===== src/design/awss_pkg.sv =====
`default_nettype none
// ----------------------------------------------------------------------------
// awss_pkg
// Shared types and fixed-point constants of the wheel speed split pipeline.
// ----------------------------------------------------------------------------
package awss_pkg;

	// Fixed-point constants
	localparam int              HALFPI_Q13 = 12868;            // pi/2 in Q2.13
	localparam longint unsigned HALFPI_Q30 = 64'd1686629713;   // pi/2 in Q30
	localparam longint unsigned Q30_ONE    = 64'd1073741824;
	localparam int              TAN_W      = 23;               // Q7.16 tangent
	localparam logic [TAN_W-1:0] TAN_SAT   = 23'h7FFFFF;
	localparam int              FRAC_W     = 14;               // interpolation fraction
	localparam int              ONE_Q16    = 65536;

	// Register reset values
	localparam logic [12:0] DEADBAND_RST = 13'd8;
	localparam logic [15:0] GEOMETRY_RST = 16'd16384;
	localparam logic [15:0] RLIMIT_RST   = 16'd19661;

	// Register indexes on the configuration channel
	typedef enum logic [1:0] {
		CFG_DEADBAND    = 2'd0,
		CFG_GEOMETRY    = 2'd1,
		CFG_RATIO_LIMIT = 2'd2
	} cfg_sel_t;

	// Configuration seen by the pipeline
	typedef struct packed {
		logic [12:0] angle_deadband;
		logic [15:0] geometry_factor;
		logic [15:0] ratio_limit;
	} cfg_t;

	// Per-item side data carried along the pipeline
	typedef struct packed {
		logic        sneg;      // body speed negative
		logic [15:0] smag;      // body speed magnitude
		logic        aneg;      // steering angle negative (left turn)
		logic        straight;  // angle magnitude inside the deadband
	} side_t;

endpackage
`default_nettype wire


===== src/design/awss_wheel.sv =====
`default_nettype none
// ----------------------------------------------------------------------------
// awss_wheel
// Stages 9 to 12: split ratio, wheel factors and rounded wheel speeds.
// ----------------------------------------------------------------------------
module awss_wheel (
	input  wire                        clk,
	input  wire                        arst_n,
	input  wire                        in_valid,
	output logic                       in_ready,
	input  awss_pkg::side_t            in_side,
	input  wire  [awss_pkg::TAN_W-1:0] in_tan,
	input  awss_pkg::cfg_t             cfg,
	output logic                       out_valid,
	input  wire                        out_ready,
	output logic signed [16:0]         left_speed,
	output logic signed [16:0]         right_speed
);
	import awss_pkg::*;

	localparam int GT_W = 16 + TAN_W + 1;

	logic vld_s9, vld_s10, vld_s11, vld_s12;
	logic rdy_s9, rdy_s10, rdy_s11, rdy_s12;

	side_t            side_s9, side_s10, side_s11;
	logic [TAN_W-1:0] mraw_s9;
	logic [16:0]      fl_s10, fr_s10;
	logic [32:0]      pl_s11, pr_s11;
	logic [16:0]      left_s12, right_s12;

	logic [GT_W-1:0]  gt;
	logic [15:0]      m;
	logic [16:0]      f_plus, f_minus;
	logic [33:0]      rl_sum, rr_sum;
	logic [16:0]      vl, vr;

	assign rdy_s12  = !vld_s12 || out_ready;
	assign rdy_s11  = !vld_s11 || rdy_s12;
	assign rdy_s10  = !vld_s10 || rdy_s11;
	assign rdy_s9   = !vld_s9 || rdy_s10;
	assign in_ready = rdy_s9;

	always_comb begin
		gt = GT_W'(cfg.geometry_factor) * GT_W'(in_tan) + GT_W'(32768);
		// straight driving forces a zero ratio: both factors become one
		if (side_s9.straight)
			m = '0;
		else if (mraw_s9 > TAN_W'(cfg.ratio_limit))
			m = cfg.ratio_limit;
		else
			m = mraw_s9[15:0];
		f_plus  = 17'(ONE_Q16) + {1'b0, m};
		f_minus = 17'(ONE_Q16) - {1'b0, m};
		rl_sum  = 34'(pl_s11) + 34'(32768);
		rr_sum  = 34'(pr_s11) + 34'(32768);
		vl      = rl_sum[32:16];
		vr      = rr_sum[32:16];
	end

	always_ff @(posedge clk or negedge arst_n) begin
		if (!arst_n) begin
			vld_s9  <= 1'b0;
			vld_s10 <= 1'b0;
			vld_s11 <= 1'b0;
			vld_s12 <= 1'b0;
		end else begin
			if (rdy_s9)  vld_s9  <= in_valid;
			if (rdy_s10) vld_s10 <= vld_s9;
			if (rdy_s11) vld_s11 <= vld_s10;
			if (rdy_s12) vld_s12 <= vld_s11;
		end
	end

	always_ff @(posedge clk) begin
		if (rdy_s9 && in_valid) begin
			side_s9 <= in_side;
			mraw_s9 <= gt[16 +: TAN_W];
		end
		if (rdy_s10 && vld_s9) begin
			side_s10 <= side_s9;
			fl_s10   <= side_s9.aneg ? f_minus : f_plus;
			fr_s10   <= side_s9.aneg ? f_plus : f_minus;
		end
		if (rdy_s11 && vld_s10) begin
			side_s11 <= side_s10;
			pl_s11   <= 33'(side_s10.smag) * 33'(fl_s10);
			pr_s11   <= 33'(side_s10.smag) * 33'(fr_s10);
		end
		if (rdy_s12 && vld_s11) begin
			left_s12  <= side_s11.sneg ? 17'd0 - vl : vl;
			right_s12 <= side_s11.sneg ? 17'd0 - vr : vr;
		end
	end

	assign out_valid   = vld_s12;
	assign left_speed  = $signed(left_s12);
	assign right_speed = $signed(right_s12);

endmodule
`default_nettype wire


===== config.mk =====
export PLATFORM = sky130hd
export DESIGN_NAME = awss_wheel
export DESIGN_NICKNAME = d
export VERILOG_FILES = /design/src/design/awss_pkg.sv /design/src/design/awss_wheel.sv
export SDC_FILE = /design/constraint.sdc
export NUM_CORES = 2
export LEC_CHECK = 0
export BUFFER_PORTS_ARGS = -buffer_cell sky130_fd_sc_hd__buf_4
export CAP_MARGIN = 20
export CORE_MARGIN = 3
export CORE_UTILIZATION = 66
export CTS_CLUSTER_DIAMETER = 30
export CTS_CLUSTER_SIZE = 40
export DETAILED_ROUTE_END_ITERATION = 16
export HOLD_SLACK_MARGIN = 0.03
export PLACE_DENSITY = 0.85
export SYNTH_ARGS = -nofsm -noshare
export SYNTH_HDL_FRONTEND = slang
export SYNTH_SLANG_ARGS = --single-unit

===== constraint.sdc =====
create_clock -name clk -period 8.3 [get_ports clk]
set_clock_uncertainty 0.05 [all_clocks]
set_input_delay 1.245 -clock clk [delete_from_list [all_inputs] [get_ports clk]]
set_output_delay 1.245 -clock clk [all_outputs]
set_load 0.01 [all_outputs]

# Yosys cells after proc, flatten, opt, wreduce, memory -nomap -nowiden
# Cells that the tools add are included.
# word_totals
ff_bits	198
in_bits	91
output_inout_bits	36
# classes
add_sub_neg	7
mul	3
magnitude_cmp	1
muxes	6
reduce_logical	12
# op_table
cell	count
$mux 17	4
$add 33x16->33 const B	2
$mul 16x17->33	2
$add 39x16->39 const B	1
$mul 16x23->39	1
$sub 1x17->17 const A	2
$mux 16	2
$gt 23x16->1	1
$add 17x16->17 const A	1
$sub 17x16->17 const A	1
$logic_and 1x1->1	4
$logic_not 1->1	4
$logic_or 1x1->1	4

# Depth between registers and ports, before layout
# logic_depth
ltp_word	6
mapped_depth	24
mapped_depth_nobuf	23

# Least setup slack after synthesis
# Ideal clock, no wire load.
# synth_path
kind	in2reg
start	input port cfg[18] (netlist bit)
end	register mraw_s9[14] (data pin)
setup_ps	258
arrival_time_ps	6743
required_ps	7992
slack_ps	1249
stages	23
n_path_buf	1
path_cell_list	clkbuf_1 nand2_1 fa_1 inv_1 fa_1 inv_1 fa_1 inv_1 fa_1 fa_1 inv_1 fa_1 inv_1 ha_1 and4_1 nor2b_1 o21bai_1 nand2_1 o311ai_1 nand2_1 or2_2 a31oi_1 xnor2_1
# synth_via
elab_chain_cells	2
# synth_rtl
item	line_no	text
start, declared	awss_wheel.sv:13	input awss_pkg::cfg_t cfg,
$mul 16x23->39	awss_wheel.sv:45	gt = GT_W'(cfg.geometry_factor) * GT_W'(in_tan) + GT_W'(32768);
$add 39x16->39	awss_wheel.sv:45	
named net gt[30]	awss_wheel.sv:32	logic [GT_W-1:0] gt;
end signal, assigned	awss_wheel.sv:78	mraw_s9 <= gt[16 +: TAN_W];
end, declared	awss_wheel.sv:27	logic [TAN_W-1:0] mraw_s9;
# The timed path passes the listed nets, and every way through them passes these cells.
# A chain may end at the register's enable or synchronous reset.

# Worst setup path in the final report
# layout_path
start	input port in_tan[12] (netlist bit)
end	register mraw_s9[14] (data pin)
# layout_via
elab_chain_cells	2
# layout_rtl
item	line_no	text
start, declared	awss_wheel.sv:12	input wire [awss_pkg::TAN_W-1:0] in_tan,
$mul 16x23->39	awss_wheel.sv:45	
$add 39x16->39	awss_wheel.sv:45	
named net gt[30]	awss_wheel.sv:32	
# The timed path passes the listed nets, and every way through them passes these cells.

==> impl_metrics.csv <==
group,metric,value,unit
floorplanning,die_w,240.7,um
sta,rsz0062_at_grt,"false",
global_route,antenna_found_initial,3,
logic_synthesis,synth-seq-cells,167,
min_path,min_path_type,"register to register",
sta,setup_viol,0,
logic_synthesis,synthCells,3894,
cts,cts_buffer_depth,2,
setup_path,critical_path_class,"primary input to register",
cts,clk_latency,0.47,ns
drt,vias_per_cell,5.780,
global_route,grt.overflow.total,0,
finish,drive_gt1_share,5.192,%
logic_synthesis,synth_common_cells,"920 x inv_1, 705 x fa_1, 621 x nand2_1",
logic_synthesis,yosysTopAreaCellShare,38.83,%
finish,synthToLayoutAreaGrowth,5.433,%
global_route,grt_pass1_wl,138600,um
finish,diodes,0,
setup_path,cp.arrival,7.44,ns
logic_synthesis,synth_area_per_cell,9.333,um^2
logic_synthesis,synth_cell_type_count,70,
cts,root_buffer,"clkbuf_16",
logic_synthesis,synth_edf_count,163,
finish,nFillCells,3807,
logic_synthesis,synthesis.nets,5042,
setup_path,path_max_fanout,16,
logic_synthesis,netlist_area,36340,um^2
floorplanning,fp-row-count,85,
place,place_congestion,0.9487,
global_route,grt_max_degree,51,
drt,wire_per_inst,18.19,um
floorplanning,fp.coreArea,54130,um^2
sta,slew_headroom,34.93,%
drt,ant_nets,0,
cts,cts_setup_buffers,0,
cts,holdBufCountCts,0,
global_route,grt_pass1_vias,28730,
sta,period_minus_slack,7.271,ns
finish,multiInputGateArea,27310,um^2
sta,tightest_slew,0.9739,ns
logic_synthesis,synthTopCellsByArea,"fa_1 39%, edfxtp_1 13%, ha_1 12%",
sta,finalHoldViolCount,0,
run_status,status,"completed",
logic_synthesis,yosysSeqAreaShare,13.74,%
drt,drt_first_iter_violations,2051,
finish,nets,5045,
sta,post-route-period-util,87.61,%
cts,ctsHtreeMaxLevel,4,
cts,postCtsResizedCells,0,
cts,cts_tree,"done",
floorplanning,ios,127,
setup_path,worstSetupStartpointType,"primary input",
floorplanning,die_height,240.7,um
drt,wirelength,83790,um
place,port_buffers,113,
logic_synthesis,ys.flop_type,"edfxtp_1",
setup_path,worstPathRequired,8.47,ns
place,hpwl,64810,um
cts,cts_made_buffers,17,
global_route,globalRouteTotalUtil,30.57,%
setup_path,cp-end-kind,"register",
finish,regArea,4995,um^2
drt,via_count,26620,
sta,drv_slew,0,
sta,finalSetupTns,0,ns
logic_synthesis,synth_area_leader_cell,"fa_1",
job,maxCapViolCount,0,
drt,detail_route.first_pass.iterations,9,
cts,numClockSinks,167,
sta,fmax,137.5,MHz
floorplanning,initial_core_util,67.14,%
logic_synthesis,synth_most_common_cell,"inv_1",
cts,clk_pin_slew,0.08,ns
floorplanning,dieArea,57910,um^2
drt,drc_errors,0,
logic_synthesis,yosys_warnings,0,
logic_synthesis,synthArstFlopShare,2.395,%
-- critical path, stage by stage --
cell	delay, ns
buf_4	0.26
nand2_1	0.12
fa_1	0.56
inv_1	0.06
fa_1	0.54
inv_1	0.06
fa_1	0.50
inv_1	0.05
fa_1	0.51
fa_1	0.50
inv_1	0.05
fa_1	0.48
inv_1	0.04
ha_1	0.31
nand2_1	0.09
nor3_1	0.05
a22oi_1	0.14
o21ai_0	0.31
o311ai_1	0.63
nand2_1	0.25
or2_2	0.37
a31oi_1	0.20
xnor2_1	0.08
-- cell usage in the layout, fill, tap and decap left out, types with 24 or more instances in the layout --
cell type	synthesis	layout
a21o_1	38	38
a21oi_1	56	56
and2_1	358	355
buf_4	0	141
edfxtp_1	163	163
fa_1	705	705
ha_1	352	352
inv_1	920	920
nand2_1	621	621
nand3_1	45	45
nor2_1	51	51
nor3_1	24	24
o21ai_0	36	36
xnor2_1	96	96
xor2_1	57	57
-- through the flow --
step                setup slack, ns  cell area [um^2]  utilization, %  instances  hold WS (ns)
global placement             0.6404             37690           69.62       4574        0.3524
finish                        1.029             38320           70.78       4606        0.3750
CTS                           1.037             38320           70.78       4606        0.3732
global route                 0.7609             38320           70.78       4606        0.3792
detailed placement           0.5622             37690           69.62       4574        0.3562
floorplan                     1.249             36340               -       3894        0.3503
-- sequential cells by signal, indices dropped and copies added, names as in the netlist, 16 cells and up --
name and count:
fl_s10 16, left_speed 17, right_speed 17, mraw_s9 23, pr_s11 18, fr_s10 17, side_s9 19, side_s10 17
pl_s11 18
-- worst paths after layout --
check / end / cells past startpoint / start / slack (ns)
max: mraw_s9[14] / 23 / in_tan[12] / 1.03
min: side_s10[10] / 0 / side_s9[10] / 0.37
max reg2reg: pl_s11[32] / 23 / side_s10[10] / 1.14
min reg2reg: side_s10[10] / 0 / side_s9[10] / 0.37
max in group asynchronous: vld_s11 / 1 / arst_n / 7.59
min in group asynchronous: out_valid / 1 / arst_n / 0.51
-- final cells by class --
| class | instances | area share [%] |
|---|---|---|
| clock buffers | 17 | 1.110 |
| clock inverters | 15 | 0.5355 |
| inverters | 920 | 9.013 |
| multi-input cells | 2650 | 71.27 |
| flip-flops and latches | 167 | 13.04 |
| well taps | 696 | 2.273 |
| repair buffers | 141 | 2.763 |
-- routing by layer --
layer / wire length, um / global-route usage, %
met2: 40980 / 52.14
met5: 13 / 0
met4: 4343 / 14.12
met3: 7680 / 5.931
met1: 30780 / 37.98
-- logic make-up (layout without fill, tap and decap cells) --
logic type	count (synthesis)	in the layout	synth area share, %
AOI/OAI and AO/OA	241	241	4.500
xor gates and xnor gates	153	153	3.687
adders and majority gates	1057	1057	50.95
buffers and inverters	1077	1093	11.14
DFF	167	167	13.74
muxes	4	4	0.1171
and+or+nand+nor	1195	1195	15.85
Power is not shown: default switching activity piles up to over one toggle a cycle in this logic, so the estimate is an artifact.
