`src/design/awss_pkg.sv`:
```
`default_nettype none
// ----------------------------------------------------------------------------
// awss_pkg
// Shared types and fixed-point constants of the wheel speed split pipeline.
// ----------------------------------------------------------------------------
package awss_pkg;

	// Fixed-point constants
	localparam int              HALFPI_Q13 = 12868;            // pi/2 in Q2.13
	localparam longint unsigned HALFPI_Q30 = 64'd1686629713;   // pi/2 in Q30
	localparam longint unsigned Q30_ONE    = 64'd1073741824;
	localparam int              TAN_W      = 23;               // Q7.16 tangent
	localparam logic [TAN_W-1:0] TAN_SAT   = 23'h7FFFFF;
	localparam int              FRAC_W     = 14;               // interpolation fraction
	localparam int              ONE_Q16    = 65536;

	// Register reset values
	localparam logic [12:0] DEADBAND_RST = 13'd8;
	localparam logic [15:0] GEOMETRY_RST = 16'd16384;
	localparam logic [15:0] RLIMIT_RST   = 16'd19661;

	// Register indexes on the configuration channel
	typedef enum logic [1:0] {
		CFG_DEADBAND    = 2'd0,
		CFG_GEOMETRY    = 2'd1,
		CFG_RATIO_LIMIT = 2'd2
	} cfg_sel_t;

	// Configuration seen by the pipeline
	typedef struct packed {
		logic [12:0] angle_deadband;
		logic [15:0] geometry_factor;
		logic [15:0] ratio_limit;
	} cfg_t;

	// Per-item side data carried along the pipeline
	typedef struct packed {
		logic        sneg;      // body speed negative
		logic [15:0] smag;      // body speed magnitude
		logic        aneg;      // steering angle negative (left turn)
		logic        straight;  // angle magnitude inside the deadband
	} side_t;

endpackage
`default_nettype wire

```
`src/design/awss_index.sv`:
```
`default_nettype none
// ----------------------------------------------------------------------------
// awss_index
// Stages 1 to 3: magnitudes, deadband test and table index/fraction of the angle.
// ----------------------------------------------------------------------------
module awss_index #(
	parameter int TAN_TABLE_SIZE = 256,
	localparam int IW = $clog2(TAN_TABLE_SIZE + 1)
) (
	input  wire                        clk,
	input  wire                        arst_n,
	input  wire                        in_valid,
	output logic                       in_ready,
	input  wire  signed [15:0]         body_speed,
	input  wire  signed [15:0]         steer_angle,
	input  awss_pkg::cfg_t             cfg,
	output logic                       out_valid,
	input  wire                        out_ready,
	output awss_pkg::side_t            out_side,
	output logic [IW-1:0]              out_idx,
	output logic [awss_pkg::FRAC_W-1:0] out_frac
);
	import awss_pkg::*;

	localparam int PW          = $clog2(HALFPI_Q13 * TAN_TABLE_SIZE + 1);
	localparam int RECIP_SHIFT = 32;
	localparam longint unsigned RECIP = (64'd1 << RECIP_SHIFT) / HALFPI_Q13;
	localparam int RECIP_W     = $clog2(RECIP + 1);
	localparam int MUL_W       = (PW + RECIP_W > RECIP_SHIFT + IW) ? PW + RECIP_W
	                                                              : RECIP_SHIFT + IW;

	logic vld_s1, vld_s2, vld_s3;
	logic rdy_s1, rdy_s2, rdy_s3;

	side_t            side_s1, side_s2, side_s3;
	logic [PW-1:0]    p_s1, p_s2;
	logic [IW-1:0]    q0_s2, idx_s3;
	logic [FRAC_W-1:0] frac_s3;

	// stage 1 logic
	logic [15:0]       bs_u, an_u, amag;
	logic [FRAC_W-1:0] a_clamp;
	side_t             side_in;

	// stage 2 and 3 logic
	logic [MUL_W-1:0]  recip_prod;
	logic [PW-1:0]     qd, rem_full;
	logic [14:0]       rem;
	logic              rem_ge;

	assign rdy_s3   = !vld_s3 || out_ready;
	assign rdy_s2   = !vld_s2 || rdy_s3;
	assign rdy_s1   = !vld_s1 || rdy_s2;
	assign in_ready = rdy_s1;

	always_comb begin
		bs_u             = $unsigned(body_speed);
		an_u             = $unsigned(steer_angle);
		side_in.sneg     = bs_u[15];
		side_in.smag     = bs_u[15] ? (~bs_u + 16'd1) : bs_u;
		side_in.aneg     = an_u[15];
		amag             = an_u[15] ? (~an_u + 16'd1) : an_u;
		side_in.straight = amag < {3'b000, cfg.angle_deadband};
		a_clamp          = (amag > 16'(HALFPI_Q13)) ? FRAC_W'(HALFPI_Q13) : amag[FRAC_W-1:0];
	end

	assign recip_prod = MUL_W'(p_s1) * MUL_W'(RECIP);

	always_comb begin
		qd       = PW'(q0_s2) * PW'(HALFPI_Q13);
		rem_full = p_s2 - qd;
		rem      = rem_full[14:0];
		rem_ge   = rem >= 15'(HALFPI_Q13);
	end

	always_ff @(posedge clk or negedge arst_n) begin
		if (!arst_n) begin
			vld_s1 <= 1'b0;
			vld_s2 <= 1'b0;
			vld_s3 <= 1'b0;
		end else begin
			if (rdy_s1) vld_s1 <= in_valid;
			if (rdy_s2) vld_s2 <= vld_s1;
			if (rdy_s3) vld_s3 <= vld_s2;
		end
	end

	always_ff @(posedge clk) begin
		if (rdy_s1 && in_valid) begin
			side_s1 <= side_in;
			p_s1    <= PW'(a_clamp) * PW'(TAN_TABLE_SIZE);
		end
		if (rdy_s2 && vld_s1) begin
			side_s2 <= side_s1;
			p_s2    <= p_s1;
			q0_s2   <= recip_prod[RECIP_SHIFT +: IW];
		end
		if (rdy_s3 && vld_s2) begin
			side_s3 <= side_s2;
			idx_s3  <= rem_ge ? q0_s2 + IW'(1) : q0_s2;
			frac_s3 <= rem_ge ? FRAC_W'(rem - 15'(HALFPI_Q13)) : rem[FRAC_W-1:0];
		end
	end

	assign out_valid = vld_s3;
	assign out_side  = side_s3;
	assign out_idx   = idx_s3;
	assign out_frac  = frac_s3;

endmodule
`default_nettype wire

```
`config.mk`:
```
export PLATFORM = sky130hd
export DESIGN_NAME = awss_index
export DESIGN_NICKNAME = d
export VERILOG_FILES = /design/src/design/awss_pkg.sv /design/src/design/awss_index.sv
export SDC_FILE = /design/constraint.sdc
export NUM_CORES = 1
export LEC_CHECK = 0
export BUFFER_PORTS_ARGS = -buffer_cell sky130_fd_sc_hd__buf_2
export CORE_AREA = 5 5 164 166
export CTS_BUF_LIST = sky130_fd_sc_hd__clkbuf_4 sky130_fd_sc_hd__clkbuf_8 sky130_fd_sc_hd__clkbuf_16
export CTS_CLUSTER_SIZE = 14
export DETAILED_ROUTE_END_ITERATION = 6
export DIE_AREA = 0 0 169 171
export GPL_ROUTABILITY_DRIVEN = 0
export SYNTH_ARGS = -nofsm -noshare
export SYNTH_HDL_FRONTEND = slang
export SYNTH_SLANG_ARGS = --single-unit
```
`constraint.sdc`:
```
create_clock -name clk -period 5.9 [get_ports clk]
set_clock_uncertainty 0.05 [all_clocks]
set_input_delay 1.77 -clock clk [delete_from_list [all_inputs] [get_ports clk]]
set_output_delay 1.77 -clock clk [all_outputs]
set_load 0.005 [all_outputs]
```
---- After elaboration in Yosys (flattened, before gate mapping) ----
Index checks and enable logic that the tools add are counted.
cells by class
  add/sub/neg operators ................... 5
  bitwise logic cells ..................... 2
  reductions and logical operators ........ 9
  divide/modulo/power cells ............... 0
  magnitude comparators ................... 3
  multiply operators ...................... 2
  muxes and demuxes ....................... 4
  eq/ne operators ......................... 0
  shift operators ......................... 0
operator list
  cell                    number
  $mul 14x19->33 const B  1
  $add 16x1->16 const B   2
  $not 16->16             2
  $gt 16x14->1 const B    1
  $lt 16x13->1            1
  $mux 16                 1
  $ge 15x14->1 const B    1
  $mux 15                 1
  $sub 15x15->15          1
  $mux 14                 1
  $sub 14x14->14 const B  1
  $mul 9x12->13 const B   1
  $add 9x1->9 const B     1
  $mux 9                  1
  $logic_and 1x1->1       3
  $logic_not 1->1         3
  $logic_or 1x1->1        3
word-level totals
  bits in read-only memories .............. 0
  register bits after elaboration ......... 113
  output and inout port bits .............. 44
  logic and storage cells ................. 46
  memories kept ........................... 0
  bits in writable memories ............... 0
  bits in latches ......................... 0
  input port bits ......................... 81

---- Logic depth before layout (Yosys ltp) ----
Gate-level depths: netlist of the first run.
  word-level depth ........................ 5
  gate-level depth with buffers ........... 19
  gate-level depth less buffers ........... 19

---- Least setup slack after synthesis of the first run ----
No wires, ideal clock.
  kind .................................... register to register
  start ................................... reg p_s1[12]
  end ..................................... reg q0_s2[8], data pin
  slack ................................... 0.025 ns
  arrival ................................. 5.667 ns
  required time ........................... 5.692 ns
  cell stages (with the launch flop) ...... 19
  cell sequence ........................... edfxtp_1 > fa_1 > inv_1 > fa_1 > fa_1 > inv_1 > fa_1 > inv_1 > fa_1 > fa_1 > inv_1 > ha_1 > and4_1 > a311oi_1 > o41ai_1 > a2111oi_0 > o21ai_0 > a2111o_1 > o211ai_1
between the ends
  word-level cells in the longest chain between the ends .. 1
ends and longest elaborated chain
  element                   line              text
  start: declaration        awss_index.sv:36  logic [PW-1:0] p_s1, p_s2;
  start signal: assignment  awss_index.sv:91  p_s1 <= PW'(a_clamp) * PW'(TAN_TABLE_SIZE);
  $mul 14x19->33            awss_index.sv:67  assign recip_prod = MUL_W'(p_s1) * MUL_W'(RECIP);
  net recip_prod[40]        awss_index.sv:46  logic [MUL_W-1:0] recip_prod;
  end signal: assignment    awss_index.sv:96  q0_s2 <= recip_prod[RECIP_SHIFT +: IW];
  end: declaration          awss_index.sv:37  logic [IW-1:0] q0_s2, idx_s3;
The timed path passes the listed nets, and every way through them passes these cells.
A chain may end at the register's enable or synchronous reset.

---- Final worst setup path of the first run ----
  start ................................... reg p_s1[19]
  end ..................................... reg q0_s2[8], data pin
Same word-level chain as after synthesis.

==> run summary, run 1 <==
## Status
• finished, final reports clean — status

## Route
• 234 — count of routing violations after the opening detailed-route iteration
• 4 — DR pass1 iterations
• 4.76 — via density per instance
• 19.5 mm — total wire length
• 0 — DRC viols
• 6409 — Vias
• 14.4 um — average wire length per cell after detail routing
• 0 — post-route antenna net violation count

## Placed design
• -0.390 ns — post-placement setup slack
• 16.2 mm — total half-perimeter wirelength after legalization and detailed placement
• 90 — number of port buffers

## Global routing
• 32.5 mm — first-pass GRT wire length
• 6618 — number of global-route vias before repair
• 0 — GRT overflow
• 40 — maximum number of pins on one net before global-route repair
• 1 — initial antenna violation count
• 0.139 — combined global-route utilization of all metal layers

## Synthesis
• 839 — Mapped Cells
• 0 — number of warnings reported in the yosys synthesis log
• edfxtp_1 — main flop type after synthesis
• 60 — unique cell type count in the Yosys netlist
• 0.331 — sequential cell area fraction in the yosys report
• 0.324 — share of the synthesized area in the top cell type
• 9930 sq um — Syn Std Cell Area
• 0.0273 — Async SR Flop Fraction
• 107 — number of enable flip-flop cells after synthesis
• 11.8 sq um — per-instance average area after synthesis
• edfxtp_1 (32%), ha_1 (22%), fa_1 (16%) — Area contributors post-synth
• 110 — flops & latches, synth
• edfxtp_1 — largest area contributor in the synthesized netlist

## Floorplanning
• 0.390 — starting utilization of the core area
• 59 — FP Rows
• 28900 sq um — area of the die
• 125 — IO Pins
• 171 um — die extent in y
• 25500 sq um — core region area
• 169 um — die span in x

## Cells and area
• 0 — number of diodes
• 18.6% — layout-stage area growth over the synthesis result
• 0.462 — utilization after layout
• 0.210 — ratio of cells with drive above 1 in the final layout
• 1347 — number of nets in the final layout
• ha_1 (171), inv_1 (125), edfxtp_1 (107), buf_2 (90), fa_1 (76) — highest-count cells in the layout ignoring fill and taps
• ha_1 — most common cell after layout, fill and taps aside

## Timing
• 0 — final hold viol count
• 0.887 ns — slew at the pin closest to its max-slew limit
• 0.0638 ns — final worst setup slack
• 0.989 — Period Utilization, post-route
• yes — RSZ-0062 raised after global routing
• 0 — setup violators final
• 0.408 — worst-case headroom to the max-slew limit
• 0.171 GHz — fmax
• 5.84 ns — Final Critical Period
• 0 — max-slew violations

## Clock tree
• 110 — number of sinks on the clock net
• 0.35 ns — worst-skew pair later-pin latency
• 0.08 ns — clock slew seen by the registers of the worst setup and hold paths
• built — clock tree from TritonCTS
• 9 — Num CTS Buffers
• 2 — maximum buffer depth of the clock tree
• 3 — level count of the clock H-tree
• clkbuf_16 — CTS Root Cell

## Job
• 0 — Max Cap Violations

## Min path
• reg -> reg — Hold Crit Class

## Worst setup path
• register — category of the worst setup path capture point
• 6.05 ns — worst path required time
• 4 — highest net fanout along the worst path
• 5.98 ns — CP Data Arrival Time
• reg -> reg — start-to-end type of the worst setup path
• register — type of element launching the critical path

metrics by stage:
stage,hold WS (ns),TNS [ns],cell area (sq um),std cells
floorplan,0.350,0,9930,840
global placement,0.352,-1.33,11300,1323
detailed placement,0.355,-1.59,11300,1323
CTS,0.373,0,11700,1345
global route,0.380,-0.219,11800,1347
finish,0.371,0,11800,1347
per-layer routing:
layer / global-route usage / part of all wire
met5: 0 / 0
met3: 0.0224 / 0.034
met4: 0.0245 / 0.0088
met2: 0.243 / 0.49
met1: 0.186 / 0.47
what timing repair did:
item	in CTS	in global routing
setup buffers	6	2
endpoints found under the setup margin	6	6
hold buffers	0	0
pin swaps	27	17
resized for setup	19	8
synth_stat cells (11+ instances only):
| library cell | number |
|---|---|
| xnor2_1 | 52 |
| a21o_1 | 21 |
| inv_1 | 126 |
| xor2_1 | 25 |
| nand2_1 | 33 |
| o21ai_0 | 19 |
| and3_1 | 11 |
| nor2_1 | 22 |
| ha_1 | 178 |
| a21oi_1 | 17 |
| fa_1 | 81 |
| edfxtp_1 | 107 |
flip-flops by register name (all words and copies together), names as in the netlist, 7 cells and up:
signal,cells
out_frac,11
out_idx,9
out_side,19
p_s1,14
p_s2,7
q0_s2,9
side_s1,19
side_s2,19
path summary, 6_finish.rpt:
check | slack, ns | depth (start not counted) | startpoint | endpoint
max in group asynchronous | 4.53 | 1 | arst_n | out_valid$_DFFE_PN0P_
min | 0.37 | 0 | side_s2[4]$_DFFE_PP_ | out_side[4]$_DFFE_PP_
min in group asynchronous | 1.15 | 1 | arst_n | vld_s1$_DFFE_PN0N_
min reg2reg | 0.37 | 0 | side_s2[4]$_DFFE_PP_ | out_side[4]$_DFFE_PP_
max reg2reg | 0.06 | 20 | p_s1[19]$_SDFFCE_PN0P_ | q0_s2[8]$_DFFE_PP_
max | 0.06 | 20 | p_s1[19]$_SDFFCE_PN0P_ | q0_s2[8]$_DFFE_PP_
cell families after synthesis:
kind of cell    share of synthesized area
compound gates                     0.0761
buf+inv                            0.0551
other cells                      0.000378
xor+xnor                           0.0679
simple gates                       0.0761
fa+ha+maj                           0.388
mux                               0.00529
flops                               0.331
cell type report:
class	count	area, sq um
tap	335	419
clock inverter	7	80.1
multi-input combinational	593	6250
fill	2390	13700
inverter	126	473
timing repair buffer	167	1040
clock buffer	9	225
sequential	110	3290
critical path: stages, from the launching register on:
cell and delay [ns]:
edfxtp_1 0.45, buf_6 0.16, fa_2 0.60, xor2_2 0.18, ha_1 0.25, inv_1 0.08, fa_1 0.43, fa_1 0.54
inv_2 0.05, fa_1 0.47, ha_1 0.34, ha_4 0.23, a21o_1 0.17, a21o_1 0.18, a211oi_2 0.25, o41ai_4 0.14
a2111oi_2 0.39, buf_4 0.18, o21ai_2 0.07, a2111o_1 0.37, o211ai_1 0.09
Power of run 1 is left out: the tool's default activity adds up to more than one toggle a clock period on the data nets, which glitch-free logic cannot reach.
==> run 2: changes to the inputs <==
CORE_AREA = 5 5 155 157   (was 5 5 164 166)
DIE_AREA = 0 0 160 162   (was 0 0 169 171)
PLACE_DENSITY = 0.66   (was unset)
==> run 2 against run 1 <==
Non-clock buffer count shrank 8. Fmax shrank 0.27%. Die area decreased by 10%. Sequential share of layout area grew 0.27 points.
==> run summary, run 2 (synthesized netlist as in run 1, its figures left out) <==
## Status
• finished, final reports clean — status

## Worst setup path
• register — category of the worst setup path capture point
• q0_s2[8]$_DFFE_PP_ — Reg-to-Reg End
• 0.05 ns — R2R setup slack, -0.02 ns
• q0_s2[8]$_DFFE_PP_ — CP Capture Point
• 6.06 ns — worst path required time, about the same
• register — type of element launching the critical path
• p_s1[19]$_SDFFCE_PN0P_ — reg-to-reg critical path startpoint
• 20 — depth of the worst register-to-register path, unchanged
• 6.01 ns — CP Data Arrival Time, +0.03 ns
• reg -> reg — start-to-end type of the worst setup path
• 3 — highest net fanout along the worst path, -1
• p_s1[19]$_SDFFCE_PN0P_ — crit path from

## Clock tree
• 9 — Num CTS Buffers, unchanged
• 110 — number of sinks on the clock net, unchanged
• 0 — Post-CTS Hold Fix Bufs, unchanged
• 2 — maximum buffer depth of the clock tree, unchanged
• clkbuf_16 — CTS Root Cell
• 0.36 ns — worst-skew pair later-pin latency, about the same
• 0.08 ns — clock slew seen by the registers of the worst setup and hold paths, about the same
• built — clock tree from TritonCTS
• 3 — level count of the clock H-tree, unchanged

## Placed design
• 16.1 mm — total half-perimeter wirelength after legalization and detailed placement, -1.0%
• 90 — number of port buffers, unchanged
• 1267 — Placed Instances, -4.2%

## Route
• 19.0 mm — total wire length, -2.3%
• 14.7 um — average wire length per cell after detail routing, +2.1%
• 209 — count of routing violations after the opening detailed-route iteration, -11%
• 5.02 — via density per instance, +5.6%
• 0 — post-route antenna net violation count, unchanged
• 6475 — Vias, +1.0%
• 4 — DR pass1 iterations, unchanged
• 0 — DRC viols, unchanged

## Global routing
• 6731 — number of global-route vias before repair, +1.7%
• 0 — GRT overflow, unchanged
• 0 — initial antenna violation count, -1
• 32.8 mm — first-pass GRT wire length, +0.91%
• 0.155 — combined global-route utilization of all metal layers, +0.0157
• 40 — maximum number of pins on one net before global-route repair, unchanged

## Cells and area
• ha_1 (174), inv_1 (121), edfxtp_1 (107), buf_2 (90), fa_1 (75) — highest-count cells in the layout ignoring fill and taps
• 3290 sq um — flip-flop and latch area, unchanged
• ha_1 — most common cell after layout, fill and taps aside
• 1339 — number of nets in the final layout, -0.59%
• 17.5% — layout-stage area growth over the synthesis result
• 6240 sq um — multi-input gate area in the final layout, -0.16%
• 1922 — count of fill cells added during filler insertion, -20%
• 1289 — count of placed standard cells in the final layout, fillers left out, -4.3%
• 0.210 — ratio of cells with drive above 1 in the final layout, -0.000315
• 0 — number of diodes, unchanged

## Job
• 0 — Max Cap Violations, unchanged

## Timing
• 5.85 ns — Final Critical Period, +0.0160 ns
• 0.992 — Period Utilization, post-route, +0.00271
• 0.171 GHz — fmax, -0.27%
• 0 — final hold viol count, unchanged
• 0.889 ns — slew at the pin closest to its max-slew limit, +0.00181 ns
• 0.407 — worst-case headroom to the max-slew limit, -0.00121
• 0 — setup violators final, unchanged
• yes — RSZ-0062 raised after global routing
• 0 — max-slew violations, unchanged

## Floorplanning
• 0.444 — starting utilization of the core area, +0.0541
• 55 — FP Rows, -6.8%
• 160 um — die span in x, -5.3%
• 25900 sq um — area of the die, -10%
• 162 um — die extent in y, -5.3%
• 125 — IO Pins, unchanged
• 22400 sq um — core region area, -12%

## Min path
• reg -> reg — Hold Crit Class
• 0 — cell depth of the worst min-delay path, unchanged

-- run 2: changes by cell type in the layout (fill, tap and decap cells not counted), moves of 2 or more --
cell / change
a21oi_1: -3
a21oi_2: +3
buf_4: -8
ha_1: +3
ha_4: -3
inv_1: -4
inv_2: +4
inv_6: -2
-- run 2: worst max-delay path, stage by stage (launching register included) --
cell and delay (ns):
edfxtp_1 0.44, buf_6 0.15, fa_1 0.52, buf_6 0.15, xor2_1 0.14, ha_1 0.18
a21o_1 0.17, fa_2 0.57, fa_1 0.46, fa_2 0.58, ha_1 0.23, ha_1 0.20
a21o_1 0.18, a21o_1 0.16, a211oi_2 0.29, o41ai_4 0.15, a2111oi_2 0.38, buf_4 0.18
o21ai_4 0.05, a2111o_1 0.38, o211ai_1 0.09
-- run 2: cell type report --
class                           instances  share of cell area
Multi-Input combinational cell        593               0.535
Sequential cell                       110               0.282
Timing Repair Buffer                  159              0.0840
Inverter                              126              0.0406
Tap cell                              285              0.0306
Clock buffer                            9              0.0193
Clock inverter                          7             0.00848
-- run 2: metrics by stage --
| stage | TNS, ns | utilization | hold WS, ns | instance area [sq um] | worst slack [ns] |
|---|---|---|---|---|---|
| floorplan | 0 | - | 0.350 | 9930 | 0.0252 |
| global placement | -1.22 | 0.498 | 0.352 | 11100 | -0.319 |
| detailed placement | -1.73 | 0.498 | 0.355 | 11100 | -0.421 |
| CTS | 0 | 0.518 | 0.374 | 11600 | 0.000928 |
| global route | -0.495 | 0.521 | 0.385 | 11700 | -0.187 |
| finish | 0 | 0.521 | 0.374 | 11700 | 0.0478 |
-- run 2: layer usage --
layer | vias to the layer above | routed length [um] | track usage
li1 | 3260 | - | -
met1 | 3104 | 8840 | 0.210
met2 | 94 | 9240 | 0.261
met3 | 17 | 647 | 0.0269
met4 | 0 | 271 | 0.0344
met5 | - | 0 | 0
-- run 2: how the worst min path moves through the flow --
stage	start	end	slack (ns)
2_1_floorplan	side_s2[0]$_DFFE_PP_	out_side[0]$_DFFE_PP_	0.35
3_3_place_gp	side_s1[18]$_DFFE_PP_	side_s2[18]$_DFFE_PP_	0.35
3_5_place_dp	side_s1[17]$_SDFFCE_PN0P_	side_s2[17]$_DFFE_PP_	0.35
4_1_cts	side_s1[15]$_DFFE_PP_	side_s2[15]$_DFFE_PP_	0.37
5_1_grt	side_s1[4]$_DFFE_PP_	side_s2[4]$_DFFE_PP_	0.38
6_report	side_s1[15]$_DFFE_PP_	side_s2[15]$_DFFE_PP_	0.37
-- run 2: timing repair --
item,CTS,global route
setup buffers,3,3
hold endpoints to repair,0,0
gates resized for setup,19,15
pin swaps,29,21
gates cloned,0,0
endpoints found under the setup margin,6,6
Power of run 2 is left out for the same reason.
